<file path="config.mk">
export PLATFORM = sky130hd
export DESIGN_NAME = stub_ctrl
export DESIGN_NICKNAME = d
export VERILOG_FILES = /design/src/rtl/core/assert_macros.svh /design/src/rtl/core/stub_pkg.sv /design/src/rtl/core/stub_ctrl.sv
export SDC_FILE = /design/constraint.sdc
export NUM_CORES = 1
export LEC_CHECK = 0
export ABC_AREA = 1
export BUFFER_PORTS_ARGS = -buffer_cell sky130_fd_sc_hd__buf_4
export CELL_PAD_IN_SITES_DETAIL_PLACEMENT = 1
export CELL_PAD_IN_SITES_GLOBAL_PLACEMENT = 1
export CORE_AREA = 2 2 39 41
export DETAILED_ROUTE_END_ITERATION = 10
export DIE_AREA = 0 0 41 43
export PLACE_DENSITY = 0.48
export SETUP_SLACK_MARGIN = 0.4
export SLEW_MARGIN = 25
export SYNTH_ARGS = -nofsm -noshare
export SYNTH_HDL_FRONTEND = slang
export SYNTH_SLANG_ARGS = --single-unit
</file>
<file path="constraint.sdc">
create_clock -name clk -period 1.2 [get_ports clk]
set_input_delay 0.24 -clock clk [delete_from_list [all_inputs] [get_ports clk]]
set_output_delay 0.24 -clock clk [all_outputs]
set_load 0.1 [all_outputs]
</file>
<file path="src/rtl/core/assert_macros.svh">
// assertion macros for the sorted table search rtl
`ifndef ASSERT_MACROS_SVH
`define ASSERT_MACROS_SVH

// property checked at every rising edge outside reset
`define STUB_ASSERT(lbl, clk, rst_n, prop, msg) \
  lbl: assert property (@(posedge clk) disable iff (!rst_n) prop) else $error(msg);

// condition that must never hold outside reset
`define STUB_ASSERT_NEVER(lbl, clk, rst_n, cond, msg) \
  `STUB_ASSERT(lbl, clk, rst_n, !(cond), msg)

`endif

</file>
<file path="src/rtl/core/stub_pkg.sv">
// types and constants of the sorted table upper bound search
`timescale 1ns / 1ps

package stub_pkg;

  localparam int POS_W   = 9;
  localparam int INDEX_W = 8;
  localparam int WORD_W  = 32;
  localparam int OUT_TDATA_W = 16;
  localparam int IN_TDATA_W  = 72;

  localparam logic FUNC_WRITE  = 1'b0;
  localparam logic FUNC_SEARCH = 1'b1;

  typedef struct packed {
    logic write;     // store one table entry
    logic load;      // start a search window
    logic step;      // one halving probe
    logic out_load;  // capture the result into the output register
  } cmd_t;

  typedef struct packed {
    logic empty;     // search window has closed
  } status_t;

endpackage

</file>
<file path="src/rtl/core/stub_ctrl.sv">
// controller state machine for the table search
`timescale 1ns / 1ps

module stub_ctrl (
  input  logic              clk,
  input  logic              rst_n,
  input  logic              in_tvalid,
  input  logic              in_func,
  output logic              in_tready,
  output logic              out_tvalid,
  input  logic              out_tready,
  input  stub_pkg::status_t status,
  output stub_pkg::cmd_t    cmd
);

  localparam logic [1:0] ST_IDLE  = 2'd0;
  localparam logic [1:0] ST_PROBE = 2'd1;
  localparam logic [1:0] ST_HOLD  = 2'd2;

  logic [1:0] state_r, state_nxt;
  logic       out_valid_r, out_valid_nxt;
  logic       accept;
  logic       out_free;

  assign in_tready  = (state_r == ST_IDLE);
  assign out_tvalid = out_valid_r;
  assign accept     = in_tvalid & in_tready;
  assign out_free   = !out_valid_r | out_tready;

  always_comb begin
    cmd.write    = accept & (in_func == stub_pkg::FUNC_WRITE);
    cmd.load     = accept & (in_func == stub_pkg::FUNC_SEARCH);
    cmd.step     = (state_r == ST_PROBE) & !status.empty;
    cmd.out_load = ((state_r == ST_PROBE) | (state_r == ST_HOLD)) & status.empty & out_free;
  end

  always_comb begin
    state_nxt = state_r;
    case (state_r)
      ST_IDLE: begin
        if (cmd.load) begin
          state_nxt = ST_PROBE;
        end
      end
      ST_PROBE: begin
        if (status.empty) begin
          state_nxt = out_free ? ST_IDLE : ST_HOLD;
        end
      end
      ST_HOLD: begin
        if (out_free) begin
          state_nxt = ST_IDLE;
        end
      end
      default: begin
        state_nxt = ST_IDLE;
      end
    endcase
  end

  always_comb begin
    out_valid_nxt = out_valid_r;
    if (cmd.out_load) begin
      out_valid_nxt = 1'b1;
    end else if (out_tready) begin
      out_valid_nxt = 1'b0;
    end
  end

  always_ff @(posedge clk) begin
    if (!rst_n) begin
      state_r     <= ST_IDLE;
      out_valid_r <= 1'b0;
    end else begin
      state_r     <= state_nxt;
      out_valid_r <= out_valid_nxt;
    end
  end

endmodule

</file>
==> impl_metrics.py <==
metrics = {
    "setup_path": {
        "r2r-end": "state_r[0]",
        "cpMaxStageDelayCell": "dfxtp_2",
        "reg2reg_slack_ns": -0.09,
        "worst-endpoint-arrival_ns": 1.26,
        "worst-endpoint-required_ns": 0.96,
        "reg2regPathDepth": 9,
        "crit_chain": "inv_2 > ha_4 > nand2_4 > a21oi_4 > buf_12",
        "crit_path_buf_inv_count": 2,
        "cpLargestDelayFamily": "flip-flops",
        "endpoint_kind": "primary output",
        "timing_worst_setup_path_type": "reg2out",
        "critical_path.reg2reg.startpoint": "state_r[0]",
        "critical_path.max_stage_delay_ns": 0.34,
        "startpoint_type": "register",
        "critPathMaxFanout": 3,
    },
    "run": {
        "max_cap_viol_count": 0,
    },
    "pwr": {
        "irDropWorstVdd_uv": 879,
        "leakage_nw": 0.271,
        "post-layout-total-power_mw": 1.06,
        "power.density_nw_per_um2": 1680,
    },
    "synthesis": {
        "syn-instance-count": 33,
        "synth_top_cells_by_area": "dfxtp_1 27%, ha_1 17%, inv_1 12%",
        "synth-seq-area-share_pct": 26.5,
        "portion_of_synthesized_cell_area_occupied_by_the_leading_cell_type_pct": 26.5,
        "yosys_warnings": 0,
        "ys_ff_latch": 3,
        "syn_avg_cell_area_um2": 6.86,
        "synth_top_area_cell": "dfxtp_1",
        "ys_types": 12,
        "synth_fp_nets": 42,
        "syn-cell-area_um2": 226,
    },
    "global_routing": {
        "global_route_wire_length_before_repair_um": 1400,
        "grt_max_degree": 6,
        "grt_remaining_overflow": 0,
        "groute.usage.overall_pct": 11.8,
        "vias_in_the_first_global_route": 344,
        "grt_antenna_before_repair": 0,
    },
    "floorplan": {
        "floorplan.die.width_um": 41,
        "site_row_count": 14,
        "initial_core_util_pct": 16.4,
        "dieArea_um2": 1760,
        "std_cell_core_area_um2": 1380,
        "i_o_pins": 12,
        "die_h_um": 43,
    },
    "route": {
        "ant_nets": 0,
        "route.detailed.drc": 0,
        "drt_first_pass_iters": 2,
        "postRouteWirelength_um": 812,
        "detailedRoute.firstIterationViolations": 4,
        "via_count": 309,
        "post_drt_via_cell_ratio": 4.12,
        "avgRoutedWirePerCell_um": 10.8,
    },
    "clocking": {
        "ctsHtreeMaxLevel": 1,
        "cts_hold_buf": 0,
        "clock_insertion_delay_worst_skew_ns": 0.23,
        "cts-buffers-inserted": 3,
        "clock_sinks": 3,
        "clockBufferDepth": 2,
        "clk_transition_reported_paths_ns": 0.04,
        "clock_tree.root_cell": "clkbuf_4",
        "tritoncts": "built",
    },
    "sta": {
        "clock_skew_ns": 0.00241,
        "final.setup.worst_slack_ns": -0.297,
        "finalHoldViolCount": 0,
        "finalCritPeriodShare_pct": 125,
        "fmax_mhz": 668,
        "totalNegativeSetupSlack_ns": -1.13,
        "report.final.slew_viol_count": 0,
        "worst_slew_pin_slew_ns": 0.233,
        "fin_worst_hold_slack_ns": 0.255,
        "max_slew_margin_vs_limit_pct": 84.4,
        "finalWorstPathRequiredPeriod_ns": 1.50,
        "finalSetupViolations": 8,
        "setup_repair_after_global_routing_missed_its_margin": "yes",
    },
    "layout": {
        "final-instance-count-excl-fill": 75,
        "finalInstanceArea_um2": 631,
        "n_fill_cell": 157,
        "layout_cell_share_with_drive_strength_beyond_1_pct": 76.3,
        "diodes": 0,
        "postLayoutCoreUtil_pct": 45.6,
        "syn2layout_area_growth_pct": 178,
        "multiInputGateArea_um2": 223,
        "register_area_um2": 66.3,
        "final_stage_net_count": 69,
    },
    "status": {
        "outcome": "finished with violations",
        "violations": "setup timing",
    },
    "placement": {
        "placed_cells": 65,
        "preCtsSetupSlack_ns": -0.132,
        "io_buffer_count": 11,
        "dpl_cell_area_um2": 429,
        "place_congestion": 0.727,
        "place_hpwl_um": 580,
    },
    "min_path": {
        "type_of_the_tightest_min_delay_check": "in2reg",
        "holdCritStartpoint": "rst_n",
        "min_path_cells": 3,
        "hold-path-endpoint": "state_r[1]",
    },
}
==> flip-flops by register name (all words and copies together), names as in the netlist <==
register,flops
out_tvalid,1
state_r,2
==> area by class of cell <==
class	instances	area share, %
repair buffers	23	41.5
multi-input cells	22	35.3
flip-flops and latches	3	10.5
inverters	7	5.36
clock buffers	4	4.17
well taps	16	3.17
==> how the worst max path moves through the flow <==
stage | slack, ns | cells past startpoint | to | start
after detailed placement | -0.13 | 5 | cmd[0] | state_r[0]
final | -0.30 | 5 | cmd[0] | state_r[0]
after floorplan | -0.39 | 4 | cmd[3] | state_r[1]
after global routing | -0.35 | 5 | cmd[0] | state_r[0]
after global placement | -0.11 | 5 | cmd[0] | state_r[0]
after CTS | -0.30 | 5 | cmd[0] | state_r[0]
==> synth_stat cells <==
library cell  count
nand3_2           1
a21oi_2           1
nor2_1            2
nand2_1           7
nand3_1           4
nand4_1           1
inv_1             7
a21oi_1           2
buf_4             1
a31oi_1           1
dfxtp_1           3
ha_1              3
==> tightest hold or removal path: stages <==
cell and delay (ns):
buf_4 0.11, nand2_1 0.05, nor2_1 0.04
==> report_power, final <==
| group | total (mW) | switching [mW] | leakage [nW] | internal [mW] |
|---|---|---|---|---|
| combinational | 0.739 | 0.419 | 0.230 | 0.320 |
| sequential | 0.146 | 0.0240 | 0.0261 | 0.122 |
| clock | 0.173 | 0.0490 | 0.0150 | 0.124 |
| total | 1.06 | 0.492 | 0.271 | 0.566 |
==> cell usage in the layout (no fill, tap or decap), drive strengths merged <==
master	netlist	routed
ha	3	3
a31oi	1	1
inv	7	5
nand4	1	1
clkbuf	0	4
nor2	2	2
dfxtp	3	3
nand2	7	7
buf	1	23
clkinvlp	0	2
nand3	5	5
a21oi	3	3
==> kinds of logic after synthesis <==
| kind of cell | Yosys count | synth area share (%) |
|---|---|---|
| buffers and inverters | 8 | 14.9 |
| AOI/OAI and AO/OA | 4 | 11.1 |
| adders and majority gates | 3 | 16.6 |
| and+or+nand+nor | 15 | 30.9 |
| DFF | 3 | 26.5 |
==> metal layers <==
layer	share of wire, %	GRT usage (%)	wire [µm]
met2	58	20.3	474
met5	0	0	0
met4	0	6.00	0
met1	34	11.8	280
met3	7.1	3.66	58
==> repair_timing <==
item	in CTS	in global routing
resized for setup	27	2
pin swaps	7	3
buffers inserted	4	2
endpoints found under the hold margin	0	0
setup endpoints to repair	9	9
(Power assumes the default switching activity.)
